File: config.mk
export PLATFORM = sky130hd
export DESIGN_NAME = polyline_segment_subdivider
export DESIGN_NICKNAME = d
export VERILOG_FILES = /design/src/hdl/pss_pkg.sv /design/src/hdl/polyline_segment_subdivider.sv /design/src/hdl/pss_sqrt.sv /design/src/hdl/pss_div.sv
export SDC_FILE = /design/constraint.sdc
export NUM_CORES = 2
export LEC_CHECK = 0
export BUFFER_PORTS_ARGS = -buffer_cell sky130_fd_sc_hd__buf_4
export CORE_UTILIZATION = 54
export DETAILED_ROUTE_END_ITERATION = 12
export HOLD_SLACK_MARGIN = 0.02
export PLACE_DENSITY = 0.7
export SLEW_MARGIN = 20
export SYNTH_ARGS = -nofsm -noshare
export SYNTH_HDL_FRONTEND = slang
export SYNTH_SLANG_ARGS = --single-unit
File: constraint.sdc
create_clock -name aclk -period 13.15 [get_ports aclk]
set_input_delay 1.315 -clock aclk [delete_from_list [all_inputs] [get_ports aclk]]
set_output_delay 1.315 -clock aclk [all_outputs]
set_load 0.1 [all_outputs]
File: src/hdl/pss_pkg.sv
// ----------------------------------------------------------------------------
// pss_pkg
// Shared types, widths and constants of the polyline segment subdivider.
// ----------------------------------------------------------------------------
package pss_pkg;

    localparam int COORD_BITS = 12;
    localparam int FRAC_BITS  = 8;
    localparam int MAX_PIECES = 32;
    localparam int LIM_BITS   = 20;

    localparam int OUT_W  = COORD_BITS + FRAC_BITS;
    localparam int D2_W   = 2 * COORD_BITS + 1;
    localparam int ROOT_W = COORD_BITS + FRAC_BITS + 1;
    localparam int PK_W   = $clog2(MAX_PIECES + 1);
    localparam int T_W    = ROOT_W + PK_W;
    localparam int PROD_W = OUT_W + T_W;
    localparam int DIV_W  = (ROOT_W > LIM_BITS) ? ROOT_W : LIM_BITS;

    localparam logic [LIM_BITS-1:0] LIM_RESET = LIM_BITS'(2560);
    localparam logic [OUT_W-1:0]    OUT_MAX   = {OUT_W{1'b1}};

    typedef struct packed {
        logic [COORD_BITS-1:0] vertex_x;
        logic [COORD_BITS-1:0] vertex_y;
        logic                  contour_end;
    } in_t;

    typedef struct packed {
        logic [OUT_W-1:0] point_x;
        logic [OUT_W-1:0] point_y;
        logic             run_last;
        logic             pieces_clipped;
    } out_t;

    typedef struct packed {
        logic              start;
        logic [PROD_W-1:0] dividend;
        logic [DIV_W-1:0]  divisor;
    } div_req_t;

    typedef struct packed {
        logic              busy;
        logic [PROD_W-1:0] quotient;
        logic [DIV_W-1:0]  remainder;
    } div_rsp_t;

endpackage

File: src/hdl/polyline_segment_subdivider.sv
// ----------------------------------------------------------------------------
// polyline_segment_subdivider
// Densifies contours: splits edges longer than max_edge_length into pieces.
// ----------------------------------------------------------------------------
// Vertices arrive on the s_ channel (valid/ready), the final vertex of each
// contour flagged by contour_end. Points leave on the m_ channel, run_last
// marking the last point caused by one vertex. max_edge_length is written
// through cfg_we/cfg_data; the user writes it only while the block is idle,
// the block itself does not enforce this. One vertex is taken at a time;
// s_ready is low until all its points have been handed to the output
// register. A short edge costs one square root of ROOT_W = 21 result bits.
// A long edge adds two divisions of PROD_W = 47 quotient bits each, then
// two more per interior point, as both axes go through the one shared
// restoring divider; an edge is split into at most 32 pieces.
// Reset clears the held vertex and the output valid flag and restores
// max_edge_length to 2560. A stalled receiver holds the output register,
// and the sequencer waits with it; nothing is lost.
// ----------------------------------------------------------------------------
module polyline_segment_subdivider (
    input  logic                             aclk,
    input  logic                             aresetn,
    input  logic                             s_valid,
    output logic                             s_ready,
    input  pss_pkg::in_t                     s_data,
    output logic                             m_valid,
    input  logic                             m_ready,
    output pss_pkg::out_t                    m_data,
    input  logic                             cfg_we,
    input  logic [pss_pkg::LIM_BITS-1:0]     cfg_data
);
    import pss_pkg::*;

    localparam logic [3:0] ST_IDLE   = 4'd0;
    localparam logic [3:0] ST_SQGO   = 4'd1;
    localparam logic [3:0] ST_SQWAIT = 4'd2;
    localparam logic [3:0] ST_PCWAIT = 4'd3;
    localparam logic [3:0] ST_SPWAIT = 4'd4;
    localparam logic [3:0] ST_ESTART = 4'd5;
    localparam logic [3:0] ST_MUL    = 4'd6;
    localparam logic [3:0] ST_DGO    = 4'd7;
    localparam logic [3:0] ST_DWAIT  = 4'd8;
    localparam logic [3:0] ST_EINT   = 4'd9;
    localparam logic [3:0] ST_EEND   = 4'd10;
    localparam logic [3:0] ST_ESHORT = 4'd11;
    localparam logic [3:0] ST_TAIL   = 4'd12;

    logic [3:0]            st_reg, st_next;
    logic [LIM_BITS-1:0]   lim_reg;
    logic [COORD_BITS-1:0] px_reg, py_reg, cx_reg, cy_reg;
    logic                  have_prev_reg, end_reg, clip_reg, axis_reg;
    logic [D2_W-1:0]       d2_reg;
    logic [ROOT_W-1:0]     root_reg, spacing_reg;
    logic                  rem_nz_reg;
    logic [PK_W-1:0]       pieces_reg, k_reg;
    logic [T_W-1:0]        t_reg;
    logic [PROD_W-1:0]     prod_reg;
    logic [OUT_W-1:0]      ix_reg, iy_reg;
    logic                  out_valid_reg;
    out_t                  out_reg;

    logic                  sq_start, sq_busy, sq_rem_nz;
    logic [ROOT_W-1:0]     sq_root;
    div_req_t              dreq;
    div_rsp_t              drsp;

    logic [COORD_BITS-1:0] adx, ady;
    logic [D2_W-1:0]       d2_in;
    logic [DIV_W-1:0]      lim_ext, root_ext;
    logic                  is_long, out_free, round_up, ceil_inc;
    logic                  emit_point;
    logic [PROD_W:0]       q_ceil, off;
    logic [PK_W-1:0]       pieces_sat;
    logic                  pieces_over;
    logic [COORD_BITS-1:0] a_from, a_to;
    logic [OUT_W-1:0]      a_start, a_mag, a_val;

    pss_sqrt u_sqrt (
        .aclk    (aclk),
        .aresetn (aresetn),
        .start   (sq_start),
        .d2      (d2_reg),
        .busy    (sq_busy),
        .root    (sq_root),
        .rem_nz  (sq_rem_nz)
    );

    pss_div u_div (
        .aclk    (aclk),
        .aresetn (aresetn),
        .req     (dreq),
        .rsp     (drsp)
    );

    always_comb begin
        adx = (s_data.vertex_x >= px_reg) ? s_data.vertex_x - px_reg
                                          : px_reg - s_data.vertex_x;
        ady = (s_data.vertex_y >= py_reg) ? s_data.vertex_y - py_reg
                                          : py_reg - s_data.vertex_y;
        d2_in = D2_W'(adx) * D2_W'(adx) + D2_W'(ady) * D2_W'(ady);

        lim_ext  = (lim_reg == '0) ? DIV_W'(1) : DIV_W'(lim_reg);
        root_ext = DIV_W'(sq_root);
        is_long  = (root_ext > lim_ext) || ((root_ext == lim_ext) && sq_rem_nz);

        // Ceiling of the exact root over the divisor.
        ceil_inc = (drsp.remainder != '0) || rem_nz_reg;
        q_ceil   = {1'b0, drsp.quotient} + (PROD_W + 1)'(ceil_inc);
        pieces_over = (q_ceil > (PROD_W + 1)'(MAX_PIECES));
        pieces_sat  = pieces_over ? PK_W'(MAX_PIECES) : q_ceil[PK_W-1:0];

        round_up = ({drsp.remainder, 1'b0} >= {1'b0, dreq.divisor});
        off      = {1'b0, drsp.quotient} + (PROD_W + 1)'(round_up);

        a_from  = axis_reg ? py_reg : px_reg;
        a_to    = axis_reg ? cy_reg : cx_reg;
        a_start = {a_from, {FRAC_BITS{1'b0}}};
        a_mag   = (a_to >= a_from) ? {a_to - a_from, {FRAC_BITS{1'b0}}}
                                   : {a_from - a_to, {FRAC_BITS{1'b0}}};
        if (a_to >= a_from) begin
            if (off > (PROD_W + 1)'(OUT_MAX - a_start)) begin
                a_val = OUT_MAX;
            end else begin
                a_val = a_start + off[OUT_W-1:0];
            end
        end else begin
            if (off > (PROD_W + 1)'(a_start)) begin
                a_val = '0;
            end else begin
                a_val = a_start - off[OUT_W-1:0];
            end
        end

        dreq.start    = 1'b0;
        dreq.dividend = prod_reg;
        dreq.divisor  = root_ext;
        unique case (st_reg)
            ST_SQWAIT: begin
                dreq.start    = !sq_busy && is_long;
                dreq.dividend = PROD_W'(sq_root);
                dreq.divisor  = lim_ext;
            end
            ST_PCWAIT: begin
                dreq.start    = !drsp.busy;
                dreq.dividend = PROD_W'(root_reg);
                dreq.divisor  = DIV_W'(pieces_sat);
            end
            ST_SPWAIT: begin
                dreq.dividend = PROD_W'(root_reg);
                dreq.divisor  = DIV_W'(pieces_reg);
            end
            ST_DGO: begin
                dreq.start    = 1'b1;
                dreq.divisor  = DIV_W'(root_reg);
            end
            ST_DWAIT: begin
                dreq.divisor  = DIV_W'(root_reg);
            end
            default: begin
                dreq.start = 1'b0;
            end
        endcase

        sq_start = (st_reg == ST_SQGO);
        out_free = !out_valid_reg || m_ready;
        emit_point = out_free && ((st_reg == ST_ESTART) || (st_reg == ST_ESHORT) ||
                                  (st_reg == ST_EINT) || (st_reg == ST_EEND) ||
                                  ((st_reg == ST_TAIL) && end_reg));
    end

    always_comb begin
        st_next = st_reg;
        unique case (st_reg)
            ST_IDLE:   if (s_valid) st_next = have_prev_reg ? ST_SQGO : ST_TAIL;
            ST_SQGO:   st_next = ST_SQWAIT;
            ST_SQWAIT: if (!sq_busy) st_next = is_long ? ST_PCWAIT : ST_ESHORT;
            ST_PCWAIT: if (!drsp.busy) st_next = ST_SPWAIT;
            ST_SPWAIT: if (!drsp.busy) st_next = ST_ESTART;
            ST_ESTART: if (out_free) st_next = ST_MUL;
            ST_MUL:    st_next = ST_DGO;
            ST_DGO:    st_next = ST_DWAIT;
            ST_DWAIT:  if (!drsp.busy) st_next = axis_reg ? ST_EINT : ST_MUL;
            ST_EINT: begin
                if (out_free) begin
                    st_next = (k_reg + 1'b1 == pieces_reg) ? ST_EEND : ST_MUL;
                end
            end
            ST_EEND:   if (out_free) st_next = ST_TAIL;
            ST_ESHORT: if (out_free) st_next = ST_TAIL;
            ST_TAIL:   if (!end_reg || out_free) st_next = ST_IDLE;
            default:   st_next = ST_IDLE;
        endcase
    end

    always_ff @(posedge aclk) begin
        if (st_reg == ST_IDLE && s_valid) begin
            cx_reg  <= s_data.vertex_x;
            cy_reg  <= s_data.vertex_y;
            end_reg <= s_data.contour_end;
            d2_reg  <= d2_in;
        end
        if (st_reg == ST_SQWAIT && !sq_busy) begin
            root_reg   <= sq_root;
            rem_nz_reg <= sq_rem_nz;
        end
        if (st_reg == ST_PCWAIT && !drsp.busy) begin
            pieces_reg <= pieces_sat;
        end
        if (st_reg == ST_SPWAIT && !drsp.busy) begin
            spacing_reg <= q_ceil[ROOT_W-1:0];
            t_reg       <= T_W'(q_ceil[ROOT_W-1:0]);
            k_reg       <= PK_W'(1);
        end
        if (st_reg == ST_MUL) begin
            prod_reg <= PROD_W'(a_mag) * PROD_W'(t_reg);
        end
        if (st_reg == ST_DWAIT && !drsp.busy) begin
            if (axis_reg) begin
                iy_reg <= a_val;
            end else begin
                ix_reg <= a_val;
            end
        end
        if (st_reg == ST_EINT && out_free) begin
            k_reg <= k_reg + 1'b1;
            t_reg <= t_reg + T_W'(spacing_reg);
        end

        if (!aresetn) begin
            st_reg        <= ST_IDLE;
            lim_reg       <= LIM_RESET;
            px_reg        <= '0;
            py_reg        <= '0;
            have_prev_reg <= 1'b0;
            clip_reg      <= 1'b0;
            axis_reg      <= 1'b0;
            out_valid_reg <= 1'b0;
        end else begin
            st_reg <= st_next;
            if (cfg_we) begin
                lim_reg <= cfg_data;
            end
            if (st_reg == ST_IDLE && s_valid) begin
                clip_reg <= 1'b0;
            end
            if (st_reg == ST_PCWAIT && !drsp.busy) begin
                clip_reg <= pieces_over;
            end
            if (st_reg == ST_ESTART) begin
                axis_reg <= 1'b0;
            end
            if (st_reg == ST_DWAIT && !drsp.busy) begin
                axis_reg <= !axis_reg;
            end
            if (st_reg == ST_TAIL && st_next == ST_IDLE) begin
                have_prev_reg <= !end_reg;
                if (!end_reg) begin
                    px_reg <= cx_reg;
                    py_reg <= cy_reg;
                end
            end

            if (emit_point) begin
                out_valid_reg <= 1'b1;
            end else if (m_ready) begin
                out_valid_reg <= 1'b0;
            end
            if (out_free) begin
                priority case (st_reg)
                    ST_ESTART, ST_ESHORT: begin
                        out_reg.point_x        <= {px_reg, {FRAC_BITS{1'b0}}};
                        out_reg.point_y        <= {py_reg, {FRAC_BITS{1'b0}}};
                        out_reg.run_last       <= (st_reg == ST_ESHORT) && !end_reg;
                        out_reg.pieces_clipped <= clip_reg;
                    end
                    ST_EINT: begin
                        out_reg.point_x        <= ix_reg;
                        out_reg.point_y        <= iy_reg;
                        out_reg.run_last       <= 1'b0;
                        out_reg.pieces_clipped <= clip_reg;
                    end
                    ST_EEND, ST_TAIL: begin
                        if (st_reg == ST_EEND || end_reg) begin
                            out_reg.point_x        <= {cx_reg, {FRAC_BITS{1'b0}}};
                            out_reg.point_y        <= {cy_reg, {FRAC_BITS{1'b0}}};
                            out_reg.run_last       <= (st_reg == ST_TAIL) || !end_reg;
                            out_reg.pieces_clipped <= clip_reg;
                        end
                    end
                    default: begin
                    end
                endcase
            end
        end
    end

    assign s_ready = (st_reg == ST_IDLE);
    assign m_valid = out_valid_reg;
    assign m_data  = out_reg;

endmodule

File: src/hdl/pss_sqrt.sv
// ----------------------------------------------------------------------------
// pss_sqrt
// Digit-by-digit square root of d2 * 4^FRAC_BITS, one result bit per cycle.
// ----------------------------------------------------------------------------
module pss_sqrt (
    input  logic                      aclk,
    input  logic                      aresetn,
    input  logic                      start,
    input  logic [pss_pkg::D2_W-1:0]  d2,
    output logic                      busy,
    output logic [pss_pkg::ROOT_W-1:0] root,
    output logic                      rem_nz
);
    import pss_pkg::*;

    localparam int CNT_W = $clog2(ROOT_W + 1);

    logic [2*ROOT_W-1:0] rad_reg, rad_next;
    logic [ROOT_W+1:0]   m_reg, m_next;
    logic [ROOT_W-1:0]   r_reg, r_next;
    logic [CNT_W-1:0]    cnt_reg, cnt_next;
    logic                busy_reg, busy_next;
    logic [ROOT_W+1:0]   m_sh, trial;

    always_comb begin
        m_sh  = {m_reg[ROOT_W-1:0], rad_reg[2*ROOT_W-1 -: 2]};
        trial = {r_reg, 2'b01};
        rad_next  = rad_reg;
        m_next    = m_reg;
        r_next    = r_reg;
        cnt_next  = cnt_reg;
        busy_next = busy_reg;
        if (start) begin
            rad_next  = {1'b0, d2, {(2*FRAC_BITS){1'b0}}};
            m_next    = '0;
            r_next    = '0;
            cnt_next  = CNT_W'(ROOT_W);
            busy_next = 1'b1;
        end else if (busy_reg) begin
            rad_next = rad_reg << 2;
            if (m_sh >= trial) begin
                m_next = m_sh - trial;
                r_next = {r_reg[ROOT_W-2:0], 1'b1};
            end else begin
                m_next = m_sh;
                r_next = {r_reg[ROOT_W-2:0], 1'b0};
            end
            cnt_next = cnt_reg - 1'b1;
            if (cnt_reg == CNT_W'(1)) begin
                busy_next = 1'b0;
            end
        end
    end

    always_ff @(posedge aclk) begin
        rad_reg <= rad_next;
        m_reg   <= m_next;
        r_reg   <= r_next;
        cnt_reg <= cnt_next;
        if (!aresetn) begin
            busy_reg <= 1'b0;
        end else begin
            busy_reg <= busy_next;
        end
    end

    assign busy   = busy_reg;
    assign root   = r_reg;
    assign rem_nz = (m_reg != '0);

endmodule

File: src/hdl/pss_div.sv
// ----------------------------------------------------------------------------
// pss_div
// Restoring divider shared by every division of the block, one bit a cycle.
// ----------------------------------------------------------------------------
module pss_div (
    input  logic              aclk,
    input  logic              aresetn,
    input  pss_pkg::div_req_t req,
    output pss_pkg::div_rsp_t rsp
);
    import pss_pkg::*;

    localparam int CNT_W = $clog2(PROD_W + 1);

    logic [PROD_W-1:0] q_reg, q_next;
    logic [DIV_W-1:0]  r_reg, r_next;
    logic [DIV_W-1:0]  d_reg, d_next;
    logic [CNT_W-1:0]  cnt_reg, cnt_next;
    logic              busy_reg, busy_next;
    logic [DIV_W:0]    sh;

    always_comb begin
        sh = {r_reg, q_reg[PROD_W-1]};
        q_next    = q_reg;
        r_next    = r_reg;
        d_next    = d_reg;
        cnt_next  = cnt_reg;
        busy_next = busy_reg;
        if (req.start) begin
            q_next    = req.dividend;
            r_next    = '0;
            d_next    = req.divisor;
            cnt_next  = CNT_W'(PROD_W);
            busy_next = 1'b1;
        end else if (busy_reg) begin
            if (sh >= {1'b0, d_reg}) begin
                r_next = DIV_W'(sh - {1'b0, d_reg});
                q_next = {q_reg[PROD_W-2:0], 1'b1};
            end else begin
                r_next = sh[DIV_W-1:0];
                q_next = {q_reg[PROD_W-2:0], 1'b0};
            end
            cnt_next = cnt_reg - 1'b1;
            if (cnt_reg == CNT_W'(1)) begin
                busy_next = 1'b0;
            end
        end
    end

    always_ff @(posedge aclk) begin
        q_reg   <= q_next;
        r_reg   <= r_next;
        d_reg   <= d_next;
        cnt_reg <= cnt_next;
        if (!aresetn) begin
            busy_reg <= 1'b0;
        end else begin
            busy_reg <= busy_next;
        end
    end

    assign rsp.busy      = busy_reg;
    assign rsp.quotient  = q_reg;
    assign rsp.remainder = r_reg;

endmodule

* Word level (Yosys, flattened, before mapping) *
Index checks and enable logic that the tools add are counted.

storage, ports and cells
  output and inout bits = 44
  input bits = 50
  register bits after elaboration = 485
  logic and storage cells = 187

cells by class
  $lt $le $gt $ge = 10
  $add $sub $neg = 18
  mux-type cells = 53
  bitwise operators = 2
  equality and inequality tests = 17
  reduce and logical (&&, ||, !) cells = 48
  $mul = 3

operators by type and width
  cell                   number
  $pmux W42 S3           1
  $mux W20               5
  $add A47 B1 Y48        2
  $mux W47               2
  $pmux W47 S2           1
  $pmux W21 S4           1
  $mux W41               2
  $sub A12 B12 Y12       6
  $mux W27               2
  $mux W4                13
  $gt A48 B20 Y1         1
  $gt A48 B48 Y1         1
  $gt A48 B6 Y1 const B  1
  $mul A12 B12 Y24       2
  $mux W12               4
  $pmux W4 S12           1
  $mul A20 B27 Y47       1
  $ge A22 B21 Y1         2
  $mux W42               1
  $ge A12 B12 Y1         3
  $add A27 B21 Y27       1
  $add A24 B24 Y25       1
  $ge A23 B23 Y1         1
  $mux W23               1
  other kinds (35)       95

* Longest topological paths before layout *
  depth after elaboration = 11
  depth in mapped cells = 42
  depth with buffers taken out = 40

* By module *
Synthesis repeated with hierarchy kept, for this count alone.

unflattened totals
  cell total of the unflattened synthesis = 5567
  area total of the unflattened synthesis = 51723.4 um2

modules (own cells, without submodules)
  module                       area an instance (um2)  times used  seq. area each (um2)  cells an instance
  polyline_segment_subdivider  42095.4                 1           8638.3                4646
  pss_div                      5087.4                  1           2602.5                439
  pss_sqrt                     4540.6                  1           1771.7                482

* Worst setup path after synthesis *
Ideal clock, no wire load.

  path kind = input to register
  start point = in s_data[1] (netlist name)
  end point = reg d2_reg[24], data pin
  stages on the path = 36
  setup slack = 3322 ps
  library setup time = 260 ps
  data required time = 12890 ps
  path buffers = 2
  arrival time = 9568 ps
  cell sequence = inv_1 > ha_1 > inv_1 > fa_1 > a21o_1 > a21o_1 > a21boi_0 > o31ai_1 > o211ai_1 > clkbuf_1 > mux2_2 > a2111o_1 > nand3_1 > clkbuf_1 > nor2_1 > fa_1 > inv_1 > fa_1 > inv_1 > fa_1 > inv_1 > fa_1 > fa_1 > fa_1 > inv_1 > fa_1 > ha_1 > nor3_1 > o211ai_1 > nand3_1 > a31oi_1 > a41oi_1 > a21oi_1 > a21o_1 > a21oi_1 > xnor2_1

on the way
  longest elaborated chain between the ends = 4
  elaborated cells on any way between the ends = 6
  classes of those cells = add/sub (3); mul (1); order compare (1); mux (1)

ends and longest elaborated chain
  item                                            RTL line                            text
  start: declaration                              polyline_segment_subdivider.sv:24   input pss_pkg::in_t s_data,
  $sub A12 B12 Y12, or another cell as far along  polyline_segment_subdivider.sv:98   : py_reg - s_data.vertex_y;
  $mux W12 *                                      polyline_segment_subdivider.sv:97   ady = (s_data.vertex_y >= py_reg) ? s_data.vertex_y - py_reg
  $mul A12 B12 Y24 *                              polyline_segment_subdivider.sv:99   d2_in = D2_W'(adx) * D2_W'(adx) + D2_W'(ady) * D2_W'(ady);
  $add A24 B24 Y25 *                              polyline_segment_subdivider.sv:99
  via d2_in[24]                                   polyline_segment_subdivider.sv:67   logic [D2_W-1:0] d2_in;
  end signal: assignment                          polyline_segment_subdivider.sv:199  d2_reg <= d2_in;
  end: declaration                                polyline_segment_subdivider.sv:51   logic [D2_W-1:0] d2_reg;

The timed path passes the listed nets; every way through them passes the cells marked *.
A chain may end at the register's enable or synchronous reset.

* Final worst setup path *
  start point = reg axis_reg
  end point = reg prod_reg[46], data pin

on the way
  longest elaborated chain between the ends = 4
  elaborated cells on any way between the ends = 7
  classes of those cells = add/sub (2); mul (1); order compare (1); mux (3)

ends and longest elaborated chain
  item                                            RTL line                                                                text
  start: declaration                              polyline_segment_subdivider.sv:50                                       logic have_prev_reg, end_reg, clip_reg, axis_reg;
  start signal: assignment                        polyline_segment_subdivider.sv:252                                      axis_reg <= !axis_reg;
  $mux W12 (on tied branches)                     polyline_segment_subdivider.sv:114, polyline_segment_subdivider.sv:115
  $sub A12 B12 Y12, or another cell as far along  polyline_segment_subdivider.sv:118                                      : {a_from - a_to, {FRAC_BITS{1'b0}}};
  $mux W20 *                                      polyline_segment_subdivider.sv:117                                      a_mag = (a_to >= a_from) ? {a_to - a_from, {FRAC_BITS{1'b0}}}
  $mul A20 B27 Y47 *                              polyline_segment_subdivider.sv:214                                      prod_reg <= PROD_W'(a_mag) * PROD_W'(t_reg);
  end signal: assignment                          polyline_segment_subdivider.sv:214
  end: declaration                                polyline_segment_subdivider.sv:56                                       logic [PROD_W-1:0] prod_reg;

Every way passes the cells marked *; elsewhere a longest branch is shown, timed or not.

==> flow_summary.toml <==
[critical_path]
arrival_ns = 11.71
crit_fanout = 41
max_stage_delay_ns = 0.90
cpMostUsedCell = "fa_1"
critPathKind = "flop to flop"
required_ns = 13.50
critPathLaunch = "axis_reg"
r2r_start = "axis_reg"
crit_slowest_cell = "dfxtp_2"
startpoint_type = "flop"
critPathCaptureType = "flop"

[timing]
hold_viol = 0
fin_tns_setup_ns = 0
fin_crit_ns = 11.35
grt_setup_unrepaired = "no"
tightestPinTransition_ns = 1.14
drv_slew = 0
period_share_pct = 86.3
finClkSkew_ns = 0.0503
fmax_mhz = 88.1
setup_viol = 0
slew-limit-headroom_pct = 24.1

[final_layout]
fin_util_pct = 58.5
multi_input_area_um2 = 32400
largest_reg_flops = 47
num-fill-cells = 7956
final_common_cell = "inv_1"
area_growth_pct = 7.43
final_net_count = 6313
n_antenna_cell = 0
final_layout_size_suffix_gt1_share_pct = 6.72
final_cell_mix = "769 x inv_1, 623 x nand2_1, 488 x ha_1"
regArea_um2 = 13000

[min_path]
min_from = "u_sqrt.m_reg[21]"
hold_path_class = "flop to flop"

[clock_network]
path_clk_slew_ns = 0.07
cts_setup_buffers = 0
htree_levels = 2
clock_sinks = 477
cts_buffer_depth = 3
clkLatencyLatePin_ns = 0.64
cts_resized = 0
cts_buffers = 52
ctsHoldBuffers = 0
cts_tree = "done"
cts_root_buf = "clkbuf_16"

[grt]
grt_max_degree = 83
grt.total_usage_pct = 30.1
grt_first_pass_wirelength_um = 215000
grt_antenna_before_repair = 3
grt_overflow_total = 0
grt_pass1_vias = 38334

[placed_design]
port_buffers = 93
dp_hpwl_um = 106000
place_congestion = 0.987

[floorplanning]
core.rowCount = 110
die_w_um = 303
die_area_um2 = 92000
core_um2 = 90000
die_y_um = 303
io_pins = 94
start_util_pct = 54.5

[yosys]
ys_seq_area_share_pct = 26.5
ys_types = 96
async_flop_share_pct = 0
synth_area_per_cell_um2 = 9.17
synth_edf_count = 346
synth_ff_type = "edfxtp_1"
synth_cells = 5345
synth_area_um2 = 49000
syn-num-nets = 6342
yosysWarnings = 0
synth-seq-cells = 477

[route]
drc = 0
antenna_left = 0
num_vias = 38810
vias_per_cell = 5.94
wl_per_cell_um = 21.0
first_pass_iters = 7
drt_iter0_drc = 3478
drt-total-wl_um = 137000

[outcome]
status = "completed"

[flow_run]
cap_violations = 0
## through the flow
step	cells	hold slack [ns]	instance area, um^2	worst slack (ns)
finish	6533	0.471	52700	1.80
CTS	6533	0.468	52700	1.84
detailed placement	6438	0.457	51000	1.89
global placement	6437	0.456	50900	2.16
global route	6533	0.491	52700	0.896
floorplan	5345	0.408	49000	3.32
## cells in the mapped netlist, drive strengths merged, types with 92 or more instances
master	number	area share, %
inv	771	5.9
nand2	626	4.8
ha	488	12
fa	459	19
nor2	351	2.7
edfxtp	346	21
a21oi	255	2.6
o21ai	254	2.6
clkbuf	196	1.5
and2	131	1.7
dfxtp	131	5.3
xnor2	122	2.2
mux2i	95	1.9
nor3	92	0.97
## area by class of cell
| cell class | count | share of cell area, % |
|---|---|---|
| Multi-Input combinational cell | 3855 | 61.5 |
| Clock buffer | 60 | 2.55 |
| Clock inverter | 35 | 0.644 |
| Timing Repair Buffer | 156 | 2.26 |
| Sequential cell | 477 | 24.7 |
| Tap cell | 1176 | 2.79 |
| Inverter | 774 | 5.52 |
## final timing paths
kind,endpoint,slack (ns),cells after the start
hold reg to reg,u_sqrt.m_reg[21],0.47,2
setup / recovery,prod_reg[46],1.80,36
hold / removal,u_sqrt.m_reg[21],0.47,2
setup reg to reg,prod_reg[46],1.80,36
## kinds of logic after synthesis
group / after synthesis / share of synthesized area, %
buffers and inverters: 1013 / 7.87
muxes: 103 / 2.12
adders and majority gates: 947 / 31.2
xor gates and xnor gates: 204 / 3.64
AOI/OAI and AO/OA: 964 / 12.6
DFF: 477 / 26.5
and+or+nand+nor: 1637 / 16.0
## critical path, delay by kind of cell, from the launching register on
family,cells,cell delay [ns]
buffers and inverters,5,0.35
DFF,1,0.90
and+or+nand+nor,3,0.42
xor gates and xnor gates,1,0.08
AOI/OAI and AO/OA,17,5.16
adders and majority gates,10,4.11
## per-layer routing
| layer | GRT usage [%] | up-vias | part of all wire (%) |
|---|---|---|---|
| li1 | - | 17930 | - |
| met1 | 42.3 | 19093 | 43 |
| met2 | 48.5 | 1561 | 46 |
| met3 | 3.76 | 224 | 7.8 |
| met4 | 9.21 | 2 | 3.1 |
| met5 | 0 | - | 0.0058 |
Power is left out: the tool's default activity adds up to more than one toggle a clock period on the data nets, which glitch-free logic cannot reach.
